`src/design/gnce_pkg.sv`:
```
// Package for the grid neighbour cell enumerator.
// Holds item structs, register map and field widths; no dependencies.
`default_nettype none
package gnce_pkg;

  localparam int MaxOut   = 64;
  localparam int MaxRange = 24;

  localparam int CoordW = 16;
  localparam int GridW  = 13;
  localparam int RangeW = 5;
  localparam int EntW   = 7;
  localparam int IdxW   = 26;
  localparam int AddrW  = 4;
  localparam int DataW  = 32;

  typedef enum logic [1:0] {
    RegOriginX = 2'd0,
    RegOriginY = 2'd1,
    RegColumns = 2'd2,
    RegRows    = 2'd3
  } gnce_reg_e;

  typedef struct packed {
    logic [CoordW-1:0] pos_x;
    logic [CoordW-1:0] pos_y;
    logic [RangeW-1:0] search_range;
    logic [EntW-1:0]   max_entries;
  } gnce_in_t;

  typedef struct packed {
    logic [IdxW-1:0] block_index;
    logic            found;
    logic            last;
  } gnce_out_t;

endpackage
`default_nettype wire

```
`src/design/grid_neighbour_cell_enumerator.sv`:
```
// Grid neighbour cell enumerator: top level with APB registers and cell walker.
// Depends on gnce_pkg for item structs, register map and widths.
//
//   channel   direction  handshake                 payload
//   in_item   input      in_valid_i / in_stall_o   gnce_in_t  (position, range, limit)
//   out_item  output     out_valid_o / out_stall_i gnce_out_t (index, found, last)
//   cfg       input      APB psel/penable/pwrite   four grid registers at 4*i
//
// An item runs through the setup states StBounds (bound compute), StMul (column-base
// multiply) and StBase (row-base add), then emits one index per cycle while the output
// is free, then returns to idle to accept the next item; an empty window goes from
// StBounds straight to the empty answer. The walker reloads only when the output
// register is free or being taken, so a stall on the output holds the walk.
// Reset clears the registers to zero and leaves the block idle.
`default_nettype none
module grid_neighbour_cell_enumerator
  import gnce_pkg::*;
#(
  parameter int MAX_OUT   = MaxOut,
  parameter int MAX_RANGE = MaxRange
) (
  input  wire logic             clk_i,
  input  wire logic             rst_ni,
  // query items
  input  wire logic             in_valid_i,
  output logic                  in_stall_o,
  input  wire gnce_in_t         in_item_i,
  // result items
  output logic                  out_valid_o,
  input  wire logic             out_stall_i,
  output gnce_out_t             out_item_o,
  // register port
  input  wire logic             psel,
  input  wire logic             penable,
  input  wire logic             pwrite,
  input  wire logic [AddrW-1:0] paddr,
  input  wire logic [DataW-1:0] pwdata,
  output logic [DataW-1:0]      prdata,
  output logic                  pready
);

  localparam int CntW = $clog2(MAX_OUT + 1);
  localparam int SumW = CoordW + 2;
  localparam int CellW = SumW - 3;

  typedef enum logic [2:0] {
    StIdle,
    StBounds,
    StMul,
    StBase,
    StEmit,
    StEmpty
  } state_e;

  // Configuration registers
  logic [CoordW-1:0] origin_x_q, origin_y_q;
  logic [GridW-1:0]  columns_q, rows_q;

  gnce_reg_e reg_sel;
  assign reg_sel = gnce_reg_e'(paddr[3:2]);
  assign pready  = 1'b1;

  always_ff @(posedge clk_i or negedge rst_ni) begin
    if (!rst_ni) begin
      origin_x_q <= '0;
      origin_y_q <= '0;
      columns_q  <= '0;
      rows_q     <= '0;
    end else if (psel && penable && pwrite) begin
      unique case (reg_sel)
        RegOriginX: origin_x_q <= pwdata[CoordW-1:0];
        RegOriginY: origin_y_q <= pwdata[CoordW-1:0];
        RegColumns: columns_q  <= pwdata[GridW-1:0];
        RegRows:    rows_q     <= pwdata[GridW-1:0];
        default:    ;
      endcase
    end
  end

  always_comb begin
    unique case (reg_sel)
      RegOriginX: prdata = DataW'(origin_x_q);
      RegOriginY: prdata = DataW'(origin_y_q);
      RegColumns: prdata = DataW'(columns_q);
      RegRows:    prdata = DataW'(rows_q);
      default:    prdata = '0;
    endcase
  end

  // Walker state
  state_e            st_q;
  logic [CoordW-1:0] pos_x_q, pos_y_q;
  logic [RangeW-1:0] range_q;
  logic [CntW-1:0]   limit_q, count_q;
  logic [GridW-1:0]  xlo_q, xhi_q, ylo_q, yhi_q, cx_q, cy_q;
  logic [IdxW-1:0]   prod_q, row_base_q, idx_q;
  logic              out_valid_q;
  gnce_out_t         out_q;

  // Saturate the query fields on entry
  logic [RangeW-1:0] range_sat;
  logic [EntW-1:0]   limit_sat;
  always_comb begin
    range_sat = (in_item_i.search_range > RangeW'(MAX_RANGE)) ?
                RangeW'(MAX_RANGE) : in_item_i.search_range;
    priority if (in_item_i.max_entries == '0) limit_sat = EntW'(1);
    else if (in_item_i.max_entries > EntW'(MAX_OUT)) limit_sat = EntW'(MAX_OUT);
    else limit_sat = in_item_i.max_entries;
  end

  // Window bounds in cells: floor((pos -/+ range - origin) / 8), then clip to grid
  logic signed [SumW-1:0]  dx_lo, dx_hi, dy_lo, dy_hi;
  logic signed [CellW-1:0] cx_min, cx_max, cy_min, cy_max, cols_s, rows_s;
  logic                    win_empty;
  logic [GridW-1:0]        xlo_c, xhi_c, ylo_c, yhi_c;

  always_comb begin
    dx_lo = $signed({2'b00, pos_x_q}) - $signed(SumW'(range_q)) - $signed({2'b00, origin_x_q});
    dx_hi = $signed({2'b00, pos_x_q}) + $signed(SumW'(range_q)) - $signed({2'b00, origin_x_q});
    dy_lo = $signed({2'b00, pos_y_q}) - $signed(SumW'(range_q)) - $signed({2'b00, origin_y_q});
    dy_hi = $signed({2'b00, pos_y_q}) + $signed(SumW'(range_q)) - $signed({2'b00, origin_y_q});
    cx_min = CellW'(dx_lo >>> 3);
    cx_max = CellW'(dx_hi >>> 3);
    cy_min = CellW'(dy_lo >>> 3);
    cy_max = CellW'(dy_hi >>> 3);
    cols_s = $signed(CellW'(columns_q));
    rows_s = $signed(CellW'(rows_q));
    win_empty = (columns_q == '0) || (rows_q == '0) ||
                (cx_max < 0) || (cx_min >= cols_s) ||
                (cy_max < 0) || (cy_min >= rows_s);
    xlo_c = (cx_min < 0) ? '0 : cx_min[GridW-1:0];
    xhi_c = (cx_max >= cols_s) ? columns_q - GridW'(1) : cx_max[GridW-1:0];
    ylo_c = (cy_min < 0) ? '0 : cy_min[GridW-1:0];
    yhi_c = (cy_max >= rows_s) ? rows_q - GridW'(1) : cy_max[GridW-1:0];
  end

  logic out_free, out_load, row_end, walk_last;
  assign out_free  = !out_valid_q || !out_stall_i;
  assign out_load  = ((st_q == StEmit) || (st_q == StEmpty)) && out_free;
  assign row_end   = (cx_q == xhi_q);
  assign walk_last = (count_q == limit_q) || (row_end && (cy_q == yhi_q));

  always_ff @(posedge clk_i or negedge rst_ni) begin
    if (!rst_ni) begin
      st_q        <= StIdle;
      out_valid_q <= 1'b0;
      out_q       <= '0;
      pos_x_q     <= '0;
      pos_y_q     <= '0;
      range_q     <= '0;
      limit_q     <= '0;
      count_q     <= '0;
      xlo_q       <= '0;
      xhi_q       <= '0;
      ylo_q       <= '0;
      yhi_q       <= '0;
      cx_q        <= '0;
      cy_q        <= '0;
      prod_q      <= '0;
      row_base_q  <= '0;
      idx_q       <= '0;
    end else begin
      // load a new result, or drop the held one once it is taken
      if (out_load) begin
        out_valid_q <= 1'b1;
      end else if (out_valid_q && !out_stall_i) begin
        out_valid_q <= 1'b0;
      end

      unique case (st_q)
        StIdle: begin
          if (in_valid_i) begin
            pos_x_q <= in_item_i.pos_x;
            pos_y_q <= in_item_i.pos_y;
            range_q <= range_sat;
            limit_q <= CntW'(limit_sat);
            st_q    <= StBounds;
          end
        end
        StBounds: begin
          xlo_q <= xlo_c;
          xhi_q <= xhi_c;
          ylo_q <= ylo_c;
          yhi_q <= yhi_c;
          st_q  <= win_empty ? StEmpty : StMul;
        end
        StMul: begin
          prod_q <= IdxW'({{(IdxW-GridW){1'b0}}, xlo_q} * {{(IdxW-GridW){1'b0}}, rows_q});
          st_q   <= StBase;
        end
        StBase: begin
          row_base_q <= prod_q + IdxW'(ylo_q);
          idx_q      <= prod_q + IdxW'(ylo_q);
          cx_q       <= xlo_q;
          cy_q       <= ylo_q;
          count_q    <= CntW'(1);
          st_q       <= StEmit;
        end
        StEmit: begin
          if (out_free) begin
            out_q.block_index <= idx_q;
            out_q.found       <= 1'b1;
            out_q.last        <= walk_last;
            count_q           <= count_q + CntW'(1);
            if (walk_last) begin
              st_q <= StIdle;
            end else if (row_end) begin
              // advance to the next row, back at the first column
              cx_q       <= xlo_q;
              cy_q       <= cy_q + GridW'(1);
              row_base_q <= row_base_q + IdxW'(1);
              idx_q      <= row_base_q + IdxW'(1);
            end else begin
              // next column: one stride further
              cx_q  <= cx_q + GridW'(1);
              idx_q <= idx_q + IdxW'(rows_q);
            end
          end
        end
        StEmpty: begin
          if (out_free) begin
            out_q <= '{block_index: '0, found: 1'b0, last: 1'b1};
            st_q  <= StIdle;
          end
        end
        default: st_q <= StIdle;
      endcase
    end
  end

  assign in_stall_o  = (st_q != StIdle);
  assign out_valid_o = out_valid_q;
  assign out_item_o  = out_q;

  // An empty answer is always the final result of its query
  a_empty_is_last: assert property (@(posedge clk_i) disable iff (!rst_ni)
    out_valid_q && !out_q.found |-> out_q.last)
    else $error("empty answer without last flag");

  // The column walk stays inside the clipped window
  a_col_in_window: assert property (@(posedge clk_i) disable iff (!rst_ni)
    st_q == StEmit |-> (cx_q >= xlo_q) && (cx_q <= xhi_q) && (cy_q <= yhi_q))
    else $error("walker left the window");

  // Emitted count never passes the entry limit
  a_count_bound: assert property (@(posedge clk_i) disable iff (!rst_ni)
    st_q == StEmit |-> (count_q != '0) && (count_q <= limit_q))
    else $error("entry count out of range");

  // A result with last set ends the walk
  a_last_ends: assert property (@(posedge clk_i) disable iff (!rst_ni)
    st_q == StEmit && out_free && walk_last |=> st_q == StIdle)
    else $error("walk continued after last result");

endmodule
`default_nettype wire
```
`config.mk`:
```
export PLATFORM = sky130hd
export DESIGN_NAME = grid_neighbour_cell_enumerator
export DESIGN_NICKNAME = d
export VERILOG_FILES = /design/src/design/gnce_pkg.sv /design/src/design/grid_neighbour_cell_enumerator.sv
export SDC_FILE = /design/constraint.sdc
export NUM_CORES = 1
export LEC_CHECK = 0
export ABC_CLOCK_PERIOD_IN_PS = 7950
export BUFFER_PORTS_ARGS = -buffer_cell sky130_fd_sc_hd__buf_4
export CAP_MARGIN = 20
export CORE_ASPECT_RATIO = 2
export CORE_MARGIN = 2
export CORE_UTILIZATION = 56
export DETAILED_ROUTE_END_ITERATION = 10
export PLACE_DENSITY_LB_ADDON = 0.05
export SETUP_SLACK_MARGIN = 0.3
export SKIP_LAST_GASP = 1
export SLEW_MARGIN = 20
export SYNTH_ARGS = -nofsm -noshare
export SYNTH_HDL_FRONTEND = slang
export SYNTH_SLANG_ARGS = --single-unit
export TNS_END_PERCENT = 100
```
`constraint.sdc`:
```
create_clock -name clk_i -period 7.95 [get_ports clk_i]
set_input_delay 1.59 -clock clk_i [delete_from_list [all_inputs] [get_ports clk_i]]
set_output_delay 1.59 -clock clk_i [all_outputs]
set_load 0.1 [all_outputs]
```
# Word level (Yosys, flattened, before mapping)
# Index checks and enable logic that the tools add are counted.
dict set report classes {
  addsub 16
  multipliers 1
  magnitude_cmp 10
  n_eq_ne 17
  muxes 37
  n_reduce_logical 34
}
# operator count
set ops {}
lappend ops {{two-way mux 26 bit} 6}
lappend ops {{two-way mux 13 bit} 10}
lappend ops {{one-hot mux 32 bit (4 select lines)} 1}
lappend ops {{one-hot mux 26 bit (2 select lines)} 2}
lappend ops {{>= comparator 15 x 14 -> 1 bit} 4}
lappend ops {{less-than comparator 15 x 1 -> 1 bit (second input constant)} 4}
lappend ops {{two-way mux 28 bit} 2}
lappend ops {{one-hot mux 28 bit (2 select lines)} 1}
lappend ops {{adder 26 x 13 -> 26 bit} 2}
lappend ops {{one-hot mux 13 bit (2 select lines)} 2}
lappend ops {{subtractor 17 x 16 -> 18 bit} 2}
lappend ops {{subtractor 17 x 17 -> 18 bit} 2}
lappend ops {{adder 16 x 5 -> 17 bit} 2}
lappend ops {{subtractor 16 x 5 -> 17 bit} 2}
lappend ops {{adder 13 x 1 -> 13 bit (second input constant)} 2}
lappend ops {{adder 26 x 1 -> 26 bit (second input constant)} 1}
lappend ops {{equality test 13 bit} 2}
lappend ops {{logical NOT 13 bit} 2}
lappend ops {{multiplier 13 x 13 -> 26 bit} 1}
lappend ops {{subtractor 13 x 1 -> 13 bit (second input constant)} 2}
lappend ops {{two-way mux 7 bit} 3}
lappend ops {{one-hot mux 3 bit (6 select lines)} 1}
lappend ops {{two-way mux 3 bit} 5}
lappend ops {{one-hot mux 7 bit (2 select lines)} 1}
lappend ops {{other kinds (23)} 53}
dict set report totals {
  ff_bits 297
}

# Logic depth before layout (Yosys ltp)
dict set report depth {
  word_depth 9
  mapped_depth 28
  mapped_depth_nobuf 28
}

# Worst setup path after synthesis
# Ideal clock, no wire load.
dict set report synth_path {
  path_kind {register to register}
  startpoint {reg rows_q[2]}
  endpoint {reg prod_q[24]}
  setup_ns 0.135
  arrival_time_ns 5.367
  t_required_ns 7.815
  slack_ns 2.448
  stages_incl_launch_ff 23
  path_buffers 2
  synth_period_minus_slack_ns 5.502
  path_cell_list {dfrtp_1 clkbuf_1 clkbuf_1 nand2_1 fa_1 inv_1 fa_1 inv_1 fa_1 inv_1 ha_1 inv_1 fa_1 inv_1 ha_1 a21o_1 a2111o_1 a311o_1 nand3_1 a31oi_1 o41ai_1 xor2_1 o21ai_0}
}
dict set report synth_via {
  elab_chain_len 1
}
# item line_no
set synth_lines {}
lappend synth_lines {{start, declared} grid_neighbour_cell_enumerator.sv:57} ;# logic [GridW-1:0] columns_q, rows_q;
lappend synth_lines {{start signal, assigned} grid_neighbour_cell_enumerator.sv:74} ;# RegRows: rows_q <= pwdata[GridW-1:0];
lappend synth_lines {{multiplier 13 x 13 -> 26 bit} grid_neighbour_cell_enumerator.sv:188} ;# prod_q <= IdxW'({{(IdxW-GridW){1'b0}}, xlo_q} * {{(IdxW-GridW){1'b0}}, rows_q});
lappend synth_lines {{end signal, assigned} grid_neighbour_cell_enumerator.sv:188}
lappend synth_lines {{end, declared} grid_neighbour_cell_enumerator.sv:96} ;# logic [IdxW-1:0] prod_q, row_base_q, idx_q;
# No other way between the ends.
# A chain may end at the register's enable or synchronous reset.

# Final worst setup path
dict set report layout_path {
  startpoint {reg range_q[1]}
  endpoint {reg st_q[2]}
}
dict set report layout_via {
  elab_chain_len 9
  elab_cells_between_ends 18
}
# item line_no
set layout_lines {}
lappend layout_lines {{start, declared} grid_neighbour_cell_enumerator.sv:93} ;# logic [RangeW-1:0] range_q;
lappend layout_lines {{start signal, assigned} grid_neighbour_cell_enumerator.sv:175} ;# range_q <= range_sat;
lappend layout_lines {{adder 16 x 5 -> 17 bit} grid_neighbour_cell_enumerator.sv:119} ;# dx_hi = $signed({2'b00, pos_x_q}) + $signed(SumW'(range_q)) - $signed({2'b00, origin_x_q});
lappend layout_lines {{subtractor 17 x 16 -> 18 bit} grid_neighbour_cell_enumerator.sv:119}
lappend layout_lines {{less-than comparator 15 x 1 -> 1 bit} grid_neighbour_cell_enumerator.sv:129} ;# (cx_max < 0) || (cx_min >= cols_s) ||
lappend layout_lines {{logical OR 1 bit} grid_neighbour_cell_enumerator.sv:128} ;# win_empty = (columns_q == '0) || (rows_q == '0) ||
lappend layout_lines {{logical OR 1 bit (2 in a row)} grid_neighbour_cell_enumerator.sv:129}
lappend layout_lines {{logical OR 1 bit (*)} grid_neighbour_cell_enumerator.sv:130} ;# (cy_max < 0) || (cy_min >= rows_s);
lappend layout_lines {{two-way mux 3 bit (*)} grid_neighbour_cell_enumerator.sv:185} ;# st_q <= win_empty ? StEmpty : StMul;
lappend layout_lines {{one-hot mux 3 bit (6 select lines) (*)} grid_neighbour_cell_enumerator.sv:170} ;# unique case (st_q)
lappend layout_lines {{end signal, assigned} grid_neighbour_cell_enumerator.sv:177} ;# st_q <= StBounds;
lappend layout_lines {{end signal, assigned} grid_neighbour_cell_enumerator.sv:185}
lappend layout_lines {{end signal, assigned} grid_neighbour_cell_enumerator.sv:189} ;# st_q <= StBase;
lappend layout_lines {{end, declared} grid_neighbour_cell_enumerator.sv:91} ;# state_e st_q;
# Mark *: on every way between the ends. The rest lies on a longest branch, timed or not.

==> flow_summary.yaml <==
floorplanning:
  die_area_um2: 48300
  dieWidth_um: 156
  coreArea_um2: 45800
  core.rowCount: 111
  initial_core_util_pct: 56.7
  io_pins: 150
  die_h_um: 309
finish:
  stdcell_area_um2: 28300
  drive_above_1_share_pct: 9.97
  areaGrowthSynthToFinish_pct: 8.71
  final_nets: 3418
  fillers: 3970
routing:
  viasPerCell: 6.00
  ant_nets: 0
  wire_per_inst_um: 21.6
  finalWirelength_um: 76300
  drc: 0
  dr.pass1.iters: 7
  drt_iter0_drc: 1139
  routed-via-count: 21205
grt:
  grt_max_degree: 139
  grt_pass1_vias: 22173
  overflow: 0
  grt_usage_pct: 32.2
  antenna_found_initial: 0
  grt_pass1_wl_um: 119000
sta:
  period_needed_ns: 6.41
  timing.hold.ws_ns: 0.477
  min_period_over_period_pct: 80.6
  tightest_slew_ns: 1.19
  drv_slew: 0
  report.final.hold_viol_count: 0
  skew_ns: 0.0335
  fin_setup_tns_ns: 0
  max_clock_freq_mhz: 156
  slew_headroom_pct: 20.7
  setup_viol: 0
  rsz0062_at_grt: "false"
logic_synthesis:
  netlist_area_um2: 26000
  synthXorXnorAreaFrac_pct: 6.81
  muxShareOfSynthArea_pct: 4.98
  synth-adder-area-share_pct: 22.4
  synth_area_leaders: "dfrtp_1 29%, ha_1 12%, fa_1 10%"
  synthCells: 2903
  ys_ff_latch: 297
  yosys.area_share.simple_pct: 15.9
  yosys.area.top_type_share_pct: 28.6
  async_reset_ff_share_pct: 100
  synth_top_family_by_area: "adder cells"
  synth_cell_types: 83
  postSynthAreaPerCell_um2: 8.95
  yosysTopAreaCell: "dfrtp_1"
  synth_edf_count: 0
  synth_compound_area_share_pct: 15.1
  ys_seq_area_share_pct: 28.6
  dominantRegCellSynth: "dfrtp_1"
  synth_warnings: 0
setup_path:
  r2r-start: "range_q[1]"
  endpoint_kind: "flip-flop"
  path_class: "reg2reg"
  arrival_ns: 6.88
  critPathLaunch: "range_q[1]"
  critPathRequiredTime_ns: 8.42
  crit_fanout: 4
  cp-start-kind: "flip-flop"
clocking:
  cts_buffer_depth: 3
  cts_buffers: 28
  post_cts_buffers: 0
  hold_buffers: 0
  htreeDepth: 1
  clk_latency_ns: 0.60
  cts_resized: 0
  clkTransAtPathRegs_ns: 0.07
  cts_tree: "built"
  root_buffer: "clkbuf_16"
  cts.sinks: 297
hold_path:
  hold_path_startpoint: "out_item_o[1]"
  min_path_type: "reg2reg"
placed_design:
  place_congestion: 0.934
  post_dp_cell_area_um2: 27200
  portBuffers: 114
  post-dp-hpwl_um: 60300
job:
  max-cap-violations: 0
outcome:
  status: "finished, final reports clean"
-- synthesized netlist by cell type (49+ instances only) --
cell,instances
a21oi_1,135
and2_1,72
clkbuf_1,110
dfrtp_1,297
fa_1,135
ha_1,249
inv_1,262
mux2_2,65
nand2_1,383
nand3_1,58
nor2_1,151
nor3_1,49
o21ai_0,201
xnor2_1,131
xor2_1,71
-- metrics by stage --
stage	instances	utilization, %	setup WS, ns
floorplan	2918	-	2.45
global placement	3482	59.5	1.67
detailed placement	3482	59.5	1.57
CTS	3533	61.7	1.51
global route	3533	61.7	1.28
finish	3534	61.7	1.54
-- logic make-up after synthesis --
group / after synthesis
buffers and inverters: 406
flip-flops: 297
multiplexers: 105
other: 2
AO/OA/AOI/OAI: 623
AND/OR/NAND/NOR: 884
adder cells (fa/ha/maj): 384
XOR/XNOR: 202
-- path summary, 6_finish.rpt --
| check | to | slack [ns] | cells past startpoint |
|---|---|---|---|
| worst max-delay path | st_q[2] | 1.54 | 25 |
| worst min register to register | out_item_o[1] | 0.48 | 1 |
| worst min-delay path | out_item_o[1] | 0.48 | 1 |
| max in group asynchronous | prod_q[12] | 5.44 | 2 |
| min in group asynchronous | prod_q[25] | 0.97 | 1 |
| worst max register to register | st_q[2] | 1.54 | 25 |
-- sequential cells by signal, indices dropped and copies added, names as in the netlist, 16 cells and up --
register    cells
prod_q         26
pos_x_q        16
pos_y_q        16
origin_x_q     16
idx_q          26
origin_y_q     16
row_base_q     26
out_item_o     28
-- final cells by class --
class | count | area (um2) | share of cell area (%)
tap | 565 | 707 | 2.50
inverter | 263 | 987 | 3.49
clock buffer | 32 | 726 | 2.57
antenna | 1 | 2.50 | 0.00886
multi-input combinational | 2215 | 17000 | 60.3
timing repair buffer | 142 | 1090 | 3.84
clock inverter | 19 | 282 | 0.996
sequential | 297 | 7430 | 26.3
-- routing by layer --
layer	GRT usage (%)	up-vias	wire length [um]
met5	0	-	0
met4	23.3	0	6600
met3	3.71	254	2930
met2	60.9	607	41000
met1	31.7	10344	25800
li1	-	10000	-
-- cells in the final DEF, fill, tap and decap left out, types with 19 or more instances in the layout --
cell type / instances
a21o_1: 47
a21oi_1: 134
a22o_1: 38
a31oi_1: 35
and2_1: 72
and3_1: 26
buf_4: 140
clkbuf_16: 28
dfrtp_1: 297
fa_1: 135
ha_1: 249
inv_1: 262
mux2_2: 65
mux2i_1: 27
nand2_1: 382
nand2b_1: 33
nand3_1: 58
nand4_1: 32
nor2_1: 150
nor2b_1: 19
nor3_1: 48
o21a_1: 27
o21ai_0: 201
xnor2_1: 131
xor2_1: 71
-- worst max-delay path, cell delays in order, from the launching register on --
cell	delay (ns)
dfrtp_1	0.57
inv_1	0.27
ha_1	0.33
nor2b_1	0.12
o21ai_0	0.15
nand2b_1	0.11
a21o_1	0.19
a21o_1	0.19
or3_1	0.37
xnor2_1	0.16
ha_1	0.21
or3_1	0.35
a211oi_1	0.37
nor2_1	0.17
a21oi_1	0.25
o21bai_1	0.12
a21o_1	0.20
xor2_1	0.22
ha_1	0.30
a21o_1	0.18
a221o_1	0.35
a31oi_1	0.15
o21a_1	0.28
o2111a_1	0.21
o21ai_1	0.11
a211o_1	0.32
Power is not shown: default switching activity piles up to over one toggle a cycle in this logic, so the estimate is an artifact.
